File: config.mk
export PLATFORM = sky130hd
export DESIGN_NAME = sha256_hash
export DESIGN_NICKNAME = d
export VERILOG_FILES = /design/src/sha_pkg.sv /design/src/sha256_hash.sv /design/src/sha_dp.sv /design/src/sha_ctrl.sv
export VERILOG_INCLUDE_DIRS = /design/src /design/src/src
export SDC_FILE = /design/constraint.sdc
export NUM_CORES = 2
export LEC_CHECK = 0
export BUFFER_PORTS_ARGS = -buffer_cell sky130_fd_sc_hd__buf_2
export CAP_MARGIN = 20
export CORE_UTILIZATION = 65
export CTS_BUF_LIST = sky130_fd_sc_hd__clkbuf_4 sky130_fd_sc_hd__clkbuf_8
export DETAILED_ROUTE_END_ITERATION = 12
export GPL_ROUTABILITY_DRIVEN = 1
export PLACE_DENSITY = 0.82
export SYNTH_ARGS = -nofsm -noshare
export SYNTH_HDL_FRONTEND = slang
export SYNTH_SLANG_ARGS = --single-unit
File: constraint.sdc
create_clock -name clk -period 16.9 [get_ports clk]
set_clock_uncertainty 0.2 [all_clocks]
set_input_delay 3.38 -clock clk [delete_from_list [all_inputs] [get_ports clk]]
set_output_delay 3.38 -clock clk [all_outputs]
set_load 0.1 [all_outputs]
File: src/sha256_hash_macros.svh
// assertion macros for the sha256 block
`ifndef SHA256_HASH_MACROS_SVH
`define SHA256_HASH_MACROS_SVH
`ifndef SYNTHESIS
`define SHA_ASSERT_IMPL(label, clk, rst_n, prop, msg) \
    label: assert property (@(posedge clk) disable iff (!rst_n) prop) else $error(msg);
`define SHA_ASSERT_NEXT(label, clk, rst_n, cond, expr, msg) \
    label: assert property (@(posedge clk) disable iff (!rst_n) (cond) |=> (expr)) else $error(msg);
`else
`define SHA_ASSERT_IMPL(label, clk, rst_n, prop, msg)
`define SHA_ASSERT_NEXT(label, clk, rst_n, cond, expr, msg)
`endif
`endif

File: src/sha_pkg.sv
// types, constants and round functions shared by the sha256 modules
`timescale 1ns / 1ps
package sha_pkg;

    localparam logic [7:0] PAD_BYTE = 8'h80;

    typedef logic [31:0] word_t;

    localparam word_t INIT_HASH [8] = '{
        32'h6a09e667, 32'hbb67ae85, 32'h3c6ef372, 32'ha54ff53a,
        32'h510e527f, 32'h9b05688c, 32'h1f83d9ab, 32'h5be0cd19
    };

    localparam word_t ROUND_K [64] = '{
        32'h428a2f98, 32'h71374491, 32'hb5c0fbcf, 32'he9b5dba5,
        32'h3956c25b, 32'h59f111f1, 32'h923f82a4, 32'hab1c5ed5,
        32'hd807aa98, 32'h12835b01, 32'h243185be, 32'h550c7dc3,
        32'h72be5d74, 32'h80deb1fe, 32'h9bdc06a7, 32'hc19bf174,
        32'he49b69c1, 32'hefbe4786, 32'h0fc19dc6, 32'h240ca1cc,
        32'h2de92c6f, 32'h4a7484aa, 32'h5cb0a9dc, 32'h76f988da,
        32'h983e5152, 32'ha831c66d, 32'hb00327c8, 32'hbf597fc7,
        32'hc6e00bf3, 32'hd5a79147, 32'h06ca6351, 32'h14292967,
        32'h27b70a85, 32'h2e1b2138, 32'h4d2c6dfc, 32'h53380d13,
        32'h650a7354, 32'h766a0abb, 32'h81c2c92e, 32'h92722c85,
        32'ha2bfe8a1, 32'ha81a664b, 32'hc24b8b70, 32'hc76c51a3,
        32'hd192e819, 32'hd6990624, 32'hf40e3585, 32'h106aa070,
        32'h19a4c116, 32'h1e376c08, 32'h2748774c, 32'h34b0bcb5,
        32'h391c0cb3, 32'h4ed8aa4a, 32'h5b9cca4f, 32'h682e6ff3,
        32'h748f82ee, 32'h78a5636f, 32'h84c87814, 32'h8cc70208,
        32'h90befffa, 32'ha4506ceb, 32'hbef9a3f7, 32'hc67178f2
    };

    // commands from the controller to the datapath
    typedef struct packed {
        logic       clear;      // restore initial hash, zero length
        logic       wr_byte;    // write byte into block at fill pointer
        logic [7:0] wr_data;
        logic       count;      // add eight to the bit length
        logic       fill_zero;  // write zero or length byte at pointer
        logic       fill_len;   // this block carries the length field
        logic       load;       // start compression: hash into working set
        logic       round;      // run one round
        logic       fold;       // add working set into hash
        logic       shift_out;  // rotate hash words for output
    } dp_cmd_t;

    typedef struct packed {
        logic [5:0] ptr;        // fill pointer
        logic [5:0] rnd;        // round counter
        word_t      head_word;  // hash word 0
    } dp_stat_t;

    function automatic word_t ror(input word_t x, input int n);
        ror = (x >> n) | (x << (32 - n));
    endfunction

endpackage

File: src/sha256_hash.sv
// sha256 top level: streaming byte input, digest word output
`timescale 1ns / 1ps
// SHA-256 over a byte stream. Each input transfer carries one byte (tuser[0]
// set) or none, and tlast ends the message; eight digest words follow, word 0
// first, tlast on the eighth. Input takes a byte a cycle while idle; each full
// 64-byte block then stalls input while it is compressed (load, 64 rounds of
// the single round unit, fold). Finalising writes the padding a byte a cycle
// and runs one or two further compressions before the digest appears.
module sha256_hash
    import sha_pkg::*;
(
    input  logic        clk,
    input  logic        rst_n,
    input  logic        s_tvalid,
    output logic        s_tready,
    input  logic [7:0]  s_tdata,   // data_byte
    input  logic        s_tuser,   // has_byte
    input  logic        s_tlast,   // last_byte
    output logic        m_tvalid,
    input  logic        m_tready,
    output logic [39:0] m_tdata,   // digest_word, word_index, zero fill
    output logic        m_tlast    // last_word
);
    dp_cmd_t    cmd;
    dp_stat_t   stat;
    logic [2:0] idx;

    sha_ctrl u_ctrl (
        .clk       (clk),
        .rst_n     (rst_n),
        .in_valid  (s_tvalid),
        .in_ready  (s_tready),
        .in_byte   (s_tdata),
        .in_has    (s_tuser),
        .in_last   (s_tlast),
        .out_valid (m_tvalid),
        .out_ready (m_tready),
        .out_index (idx),
        .cmd       (cmd),
        .stat      (stat)
    );

    sha_dp u_dp (
        .clk   (clk),
        .rst_n (rst_n),
        .cmd   (cmd),
        .stat  (stat)
    );

    assign m_tdata = {5'd0, idx, stat.head_word};
    assign m_tlast = (idx == 3'd7);
endmodule

File: src/sha_dp.sv
// sha256 datapath: block store, schedule, round unit and hash words
`timescale 1ns / 1ps
module sha_dp
    import sha_pkg::*;
(
    input  logic     clk,
    input  logic     rst_n,
    input  dp_cmd_t  cmd,
    output dp_stat_t stat
);
    logic [5:0]  ptr_reg, ptr_next;
    logic [5:0]  rnd_reg;
    logic [63:0] bits_reg;
    word_t       hash_reg [8];
    word_t       wk_reg [8];
    word_t       w_reg [16];
    word_t       w_cur, w_new, t1, t2, s0, s1;
    logic [7:0]  fill_byte;
    logic [2:0]  len_sel;

    // padding byte: zero, or length byte once the pointer reaches 56 in the length block
    always_comb
    begin
        len_sel = ptr_reg[2:0];
        if (cmd.fill_len && ptr_reg >= 6'd56)
            fill_byte = bits_reg[8'(63 - 8 * len_sel) -: 8];
        else
            fill_byte = 8'h00;
    end

    // schedule word for the current round
    always_comb
    begin
        s0    = ror(w_reg[1], 7) ^ ror(w_reg[1], 18) ^ (w_reg[1] >> 3);
        s1    = ror(w_reg[14], 17) ^ ror(w_reg[14], 19) ^ (w_reg[14] >> 10);
        w_new = w_reg[0] + s0 + w_reg[9] + s1;
        w_cur = (rnd_reg < 6'd16) ? w_reg[0] : w_new;
        t1 = wk_reg[7] + (ror(wk_reg[4], 6) ^ ror(wk_reg[4], 11) ^ ror(wk_reg[4], 25))
            + ((wk_reg[4] & wk_reg[5]) ^ (~wk_reg[4] & wk_reg[6])) + ROUND_K[rnd_reg] + w_cur;
        t2 = (ror(wk_reg[0], 2) ^ ror(wk_reg[0], 13) ^ ror(wk_reg[0], 22))
            + ((wk_reg[0] & wk_reg[1]) ^ (wk_reg[0] & wk_reg[2]) ^ (wk_reg[1] & wk_reg[2]));
    end

    assign ptr_next = ptr_reg + 6'd1;

    // schedule window loads bytes while the block fills, a byte a cycle
    always_ff @(posedge clk)
    begin
        if (cmd.wr_byte || cmd.fill_zero)
        begin
            w_reg[ptr_reg[5:2]][8'(31 - 8 * ptr_reg[1:0]) -: 8] <=
                cmd.wr_byte ? cmd.wr_data : fill_byte;
        end
        else if (cmd.round)
        begin
            for (int i = 0; i < 15; i++)
                w_reg[i] <= w_reg[i + 1];
            w_reg[15] <= w_cur;
        end
        if (cmd.load)
        begin
            for (int i = 0; i < 8; i++)
                wk_reg[i] <= hash_reg[i];
        end
        else if (cmd.round)
        begin
            wk_reg[7] <= wk_reg[6];
            wk_reg[6] <= wk_reg[5];
            wk_reg[5] <= wk_reg[4];
            wk_reg[4] <= wk_reg[3] + t1;
            wk_reg[3] <= wk_reg[2];
            wk_reg[2] <= wk_reg[1];
            wk_reg[1] <= wk_reg[0];
            wk_reg[0] <= t1 + t2;
        end
    end

    always_ff @(posedge clk or negedge rst_n)
    begin
        if (!rst_n)
        begin
            ptr_reg  <= '0;
            rnd_reg  <= '0;
            bits_reg <= '0;
            for (int i = 0; i < 8; i++)
                hash_reg[i] <= INIT_HASH[i];
        end
        else
        begin
            if (cmd.wr_byte || cmd.fill_zero)
                ptr_reg <= ptr_next;
            if (cmd.count)
                bits_reg <= bits_reg + 64'd8;
            if (cmd.load)
                rnd_reg <= '0;
            else if (cmd.round)
                rnd_reg <= rnd_reg + 6'd1;
            if (cmd.clear)
            begin
                ptr_reg  <= '0;
                bits_reg <= '0;
                for (int i = 0; i < 8; i++)
                    hash_reg[i] <= INIT_HASH[i];
            end
            else if (cmd.fold)
            begin
                for (int i = 0; i < 8; i++)
                    hash_reg[i] <= hash_reg[i] + wk_reg[i];
            end
            else if (cmd.shift_out)
            begin
                for (int i = 0; i < 7; i++)
                    hash_reg[i] <= hash_reg[i + 1];
                hash_reg[7] <= hash_reg[0];
            end
        end
    end

    assign stat.ptr       = ptr_reg;
    assign stat.rnd       = rnd_reg;
    assign stat.head_word = hash_reg[0];
endmodule

File: src/sha_ctrl.sv
// sha256 controller: byte intake, padding, rounds and digest output
`timescale 1ns / 1ps
`include "sha256_hash_macros.svh"
module sha_ctrl
    import sha_pkg::*;
(
    input  logic     clk,
    input  logic     rst_n,
    input  logic     in_valid,
    output logic     in_ready,
    input  logic [7:0] in_byte,
    input  logic     in_has,
    input  logic     in_last,
    output logic     out_valid,
    input  logic     out_ready,
    output logic [2:0] out_index,
    output dp_cmd_t  cmd,
    input  dp_stat_t stat
);
    typedef enum logic [5:0] {
        S_IDLE  = 6'b000001,
        S_PAD   = 6'b000010,
        S_LOAD  = 6'b000100,
        S_ROUND = 6'b001000,
        S_FOLD  = 6'b010000,
        S_OUT   = 6'b100000
    } state_t;

    state_t     state_reg, state_next;
    logic       fin_reg, fin_next;     // finishing the message
    logic       pad_reg, pad_next;     // 0x80 already written
    logic [2:0] idx_reg, idx_next;
    logic       last_blk_reg, last_blk_next;
    logic       take;

    assign in_ready  = (state_reg == S_IDLE);
    assign take      = in_valid && in_ready;
    assign out_valid = (state_reg == S_OUT);
    assign out_index = idx_reg;

    always_comb
    begin
        state_next = state_reg;
        fin_next   = fin_reg;
        pad_next   = pad_reg;
        idx_next   = idx_reg;
        cmd        = '0;
        cmd.wr_data = in_has ? in_byte : PAD_BYTE;
        cmd.fill_len = last_blk_reg;
        unique case (state_reg)
            S_IDLE:
            begin
                if (take && (in_has || in_last))
                begin
                    cmd.wr_byte = 1'b1;
                    cmd.count   = in_has;
                    fin_next    = in_last;
                    pad_next    = in_last && !in_has;
                    // a byte or a pad byte in the last slot fills the block
                    if (stat.ptr == 6'd63)
                        state_next = S_LOAD;
                    else if (in_last)
                        state_next = S_PAD;
                    if (!in_has && in_last)
                        cmd.wr_data = PAD_BYTE;
                end
            end
            S_PAD:
            begin
                // write 0x80 first if not done, then zeros and length
                cmd.fill_zero = pad_reg;
                cmd.wr_byte   = !pad_reg;
                cmd.wr_data   = PAD_BYTE;
                pad_next      = 1'b1;
                if (stat.ptr == 6'd63)
                    state_next = S_LOAD;
                else if (stat.ptr == 6'd0 && pad_reg)
                    state_next = S_PAD;
            end
            S_LOAD:
            begin
                cmd.load   = 1'b1;
                state_next = S_ROUND;
            end
            S_ROUND:
            begin
                cmd.round = 1'b1;
                if (stat.rnd == 6'd63)
                    state_next = S_FOLD;
            end
            S_FOLD:
            begin
                cmd.fold = 1'b1;
                if (!fin_reg)
                    state_next = S_IDLE;
                else if (pad_reg && stat.ptr == 6'd0 && last_blk_reg)
                begin
                    state_next = S_OUT;
                    idx_next   = '0;
                end
                else
                    state_next = S_PAD;
            end
            S_OUT:
            begin
                if (out_ready)
                begin
                    cmd.shift_out = 1'b1;
                    idx_next      = idx_reg + 3'd1;
                    if (idx_reg == 3'd7)
                    begin
                        cmd.clear  = 1'b1;
                        fin_next   = 1'b0;
                        pad_next   = 1'b0;
                        state_next = S_IDLE;
                    end
                end
            end
            default: state_next = S_IDLE;
        endcase
    end

    // length block marker: the block where 0x80 lands before byte 56,
    // or the extra block that follows when it lands later
    always_comb
    begin
        last_blk_next = last_blk_reg;
        if ((state_reg == S_IDLE && take && !in_has && in_last && stat.ptr < 6'd56)
            || (state_reg == S_PAD && !pad_reg && stat.ptr < 6'd56)
            || (state_reg == S_FOLD && fin_reg && pad_reg))
            last_blk_next = 1'b1;
        if (state_reg == S_OUT)
            last_blk_next = 1'b0;
    end

    always_ff @(posedge clk or negedge rst_n)
    begin
        if (!rst_n)
        begin
            state_reg    <= S_IDLE;
            fin_reg      <= 1'b0;
            pad_reg      <= 1'b0;
            idx_reg      <= '0;
            last_blk_reg <= 1'b0;
        end
        else
        begin
            state_reg    <= state_next;
            fin_reg      <= fin_next;
            pad_reg      <= pad_next;
            idx_reg      <= idx_next;
            last_blk_reg <= last_blk_next;
        end
    end

    `SHA_ASSERT_IMPL(a_onehot, clk, rst_n, $onehot(state_reg), "state not one-hot")
    `SHA_ASSERT_NEXT(a_round_end, clk, rst_n, (state_reg == S_ROUND && stat.rnd == 6'd63), (state_reg == S_FOLD), "rounds did not end in fold")
    `SHA_ASSERT_NEXT(a_out_wrap, clk, rst_n, (out_valid && out_ready && idx_reg == 3'd7), (state_reg == S_IDLE), "digest did not end")
endmodule
==> flow_summary.json <==
{
  "instances_no_fill": 9148,
  "crit_required_ps": 17380,
  "async_flop_share_pct": 30.7,
  "r2r_start": "u_dp.w_reg[1][8]",
  "dp_hpwl_um": 181000,
  "std_cell_rows": 124,
  "leakagePower_nw": 36.7,
  "synth-simple-area-share_pct": 11.3,
  "synth-adder-area-share_pct": 12.3,
  "setup_viol": 0,
  "io-pin-count": 57,
  "ctsLongestPathBuffers": 3,
  "endpoint": "u_dp.wk_reg[0][29]",
  "cp-start-kind": "flip-flop",
  "grt_pass1_vias": 58900,
  "synth_cell_types": 105,
  "avgSynthCellArea_sq_um": 9.95,
  "worst_pin_slew_ps": 1230,
  "via_per_inst": 6.78,
  "cpMaxStageDelayCell": "fa_1",
  "crit_arrival_ps": 12090,
  "hold_buffers": 0,
  "fmax_ghz": 0.0861,
  "cts_resized": 0,
  "synth-xor-area-share_pct": 7.27,
  "synth_top_area_cell": "edfxtp_1",
  "synth_top_area_share_pct": 30.8,
  "drc_errors": 0,
  "syn-cell-area_sq_mm": 0.0750,
  "core_sq_mm": 0.114,
  "crit_fanout": 5,
  "yosys_register_bits": 1109,
  "mostFrequentLayoutCell": "nand2_1",
  "place_inst": 8773,
  "postCtsSetupBuffers": 0,
  "grt_start_max_net_pins": 214,
  "cts_root_buffer": "clkbuf_8",
  "finalCriticalPeriod_ps": 11620,
  "cts_buffers": 187,
  "largest_reg_flops": 512,
  "cap_viol_max_count": 0,
  "setup_tns_ps": 0,
  "synth_edf_count": 768,
  "r2r_end": "u_dp.wk_reg[0][29]",
  "irDropWorstVdd_mv": 0.142,
  "critical_path.max_stage_delay_ps": 520,
  "drive_above_1_share_pct": 10.1,
  "cts_tree": "yes",
  "io_buffers": 51,
  "routedWlPerCell_um": 27.8,
  "maxSlewViolCount": 0,
  "status": "finished, final reports clean",
  "timing_worst_setup_path_type": "reg -> reg",
  "syn_inst": 7531,
  "syn2layout_area_growth_pct": 7.62,
  "antenna_found_initial": 10,
  "drt_iter0_drc": 8239,
  "dr.pass1.iters": 8,
  "nNetsFinal": 8090,
  "multi_input_area_sq_mm": 0.0400,
  "cts_max_level": 4,
  "cp_common_cell": "fa_1",
  "ant_nets": 0,
  "regToRegSetupSlack_ps": 5280,
  "grt.total_usage_pct": 43.1,
  "grt_pass1_wl_um": 376000,
  "synth_ff_type": "edfxtp_1",
  "yosys-mux-area-fraction_pct": 1.70,
  "gp_congestion": 1.03,
  "hold_violations": 0,
  "end_kind": "flip-flop",
  "wirelength_um": 254000,
  "die_area_sq_mm": 0.117,
  "vias": 62000,
  "initial_core_util_pct": 65.6,
  "seqCellArea_sq_mm": 0.0318,
  "reg2regPathDepth": 45,
  "crit_path_start": "u_dp.w_reg[1][8]",
  "die_y_um": 342,
  "clock_latency_ps": 960,
  "fin_crit_sh_pct": 68.7,
  "synthTopCellsByArea": "edfxtp_1, ha_1, dfrtp_1",
  "n_fill_cell": 8480,
  "p_per_area_mw_per_mm2": 142,
  "cts_sinks": 1109,
  "synth_compound_area_share_pct": 20.6,
  "slew_headroom_pct": 17.1,
  "yosys_warnings": 0,
  "rsz0062_at_grt": "false",
  "holdCritPathClass": "reg -> reg",
  "grt_overflow": 0,
  "ys_seq_area_share_pct": 42.4,
  "synth_top_family_by_area": "compound AO/OA/AOI/OAI gates",
  "die_x_um": 342,
  "cts.clk_slew.worst_paths_ps": 70,
  "layout_common_cells": "nand2_1, edfxtp_1, a21o_1"
}
how the worst min path moves through the flow:
stage / start / slack, ps / depth (start not counted) / endpoint
6_report: u_dp.w_reg[10][22] / 290 / 1 / u_dp.w_reg[9][22]
4_1_cts: u_dp.w_reg[10][22] / 300 / 1 / u_dp.w_reg[9][22]
2_1_floorplan: u_dp.hash_reg[100] / 280 / 2 / u_dp.hash_reg[100]
3_5_place_dp: u_dp.w_reg[13][2] / 300 / 1 / u_dp.w_reg[12][2]
3_3_place_gp: u_ctrl.out_index[0] / 290 / 1 / u_ctrl.out_index[0]
5_1_grt: u_dp.w_reg[10][16] / 310 / 1 / u_dp.w_reg[9][16]
worst max-delay path: cells and delay by family (launching register included):
| family | cells | cell delay, ps |
|---|---|---|
| DFF | 1 | 480 |
| buffers and inverters | 3 | 130 |
| and+or+nand+nor | 6 | 930 |
| xor gates and xnor gates | 5 | 1050 |
| adders and majority gates | 9 | 3790 |
| AOI/OAI and AO/OA | 22 | 4800 |
routing by layer:
metal	wire, um	share of wire [%]	track usage, %	up-vias
li1	-	-	-	27000
met1	104000	41	62.3	30400
met2	106000	42	60.2	3910
met3	34100	13	13.4	686
met4	10800	4.3	17.3	12
met5	81	0.032	0	-
stage by stage:
step | setup slack [ps] | hold slack (ps) | power [W] | util, % | area (sq um)
2_1_floorplan | 6990 | 278 | 0.00739 | - | 75000
4_1_cts | 5400 | 298 | 0.0113 | 70.4 | 80500
3_5_place_dp | 5440 | 301 | 0.00860 | 66.8 | 76400
6_report | 5280 | 294 | 0.0114 | 70.5 | 80700
5_1_grt | 4610 | 310 | 0.0120 | 70.5 | 80700
3_3_place_gp | 5500 | 294 | 0.00846 | 66.7 | 76300
report_power, final:
group | switching [W] | total, W | internal [W]
combinational | 0.00294 | 0.00478 | 0.00184
sequential | 0.000530 | 0.00399 | 0.00346
clock | 0.00122 | 0.00267 | 0.00146
total | 0.00469 | 0.0114 | 0.00676
synthesized netlist by cell type, drive strengths merged (13+ instances only):
master     n
a211oi    76
a21o     674
xnor2    377
a31oi     47
ha       410
mux4      22
and3      33
inv      374
nand4     36
maj3      18
nor2     344
nor3      88
o21bai    47
a211o     16
mux2      13
o31ai     38
nand2b    73
nand3    103
a32oi     13
or3       80
fa       195
xor2     243
buf       95
and2      20
nor2b     43
o21ai    526
dfstp    137
nand2    935
edfxtp   768
o211ai    65
o221ai    15
clkbuf   369
dfrtp    204
a21oi    474
o22ai    123
o21a      47
a21boi    18
mux2i     63
a2111oi   14
a22oi     59
nor3b     57
layout make-up:
| cell class | count | share of cell area (%) |
|---|---|---|
| Clock buffer | 270 | 4.16 |
| Multi-Input combinational cell | 5587 | 49.5 |
| Sequential cell | 1109 | 39.4 |
| Tap cell | 1512 | 2.35 |
| Clock inverter | 79 | 0.903 |
| Antenna cell | 5 | 0.0155 |
| Inverter | 375 | 1.75 |
| Timing Repair Buffer | 211 | 1.89 |
cells by family after synthesis:
group	Yosys count
other	1
buffers and inverters	839
and+or+nand+nor	1865
muxes	98
adders and majority gates	623
DFF	1109
xor gates and xnor gates	621
AOI/OAI and AO/OA	2375
Power figures use the tool's default switching activity.
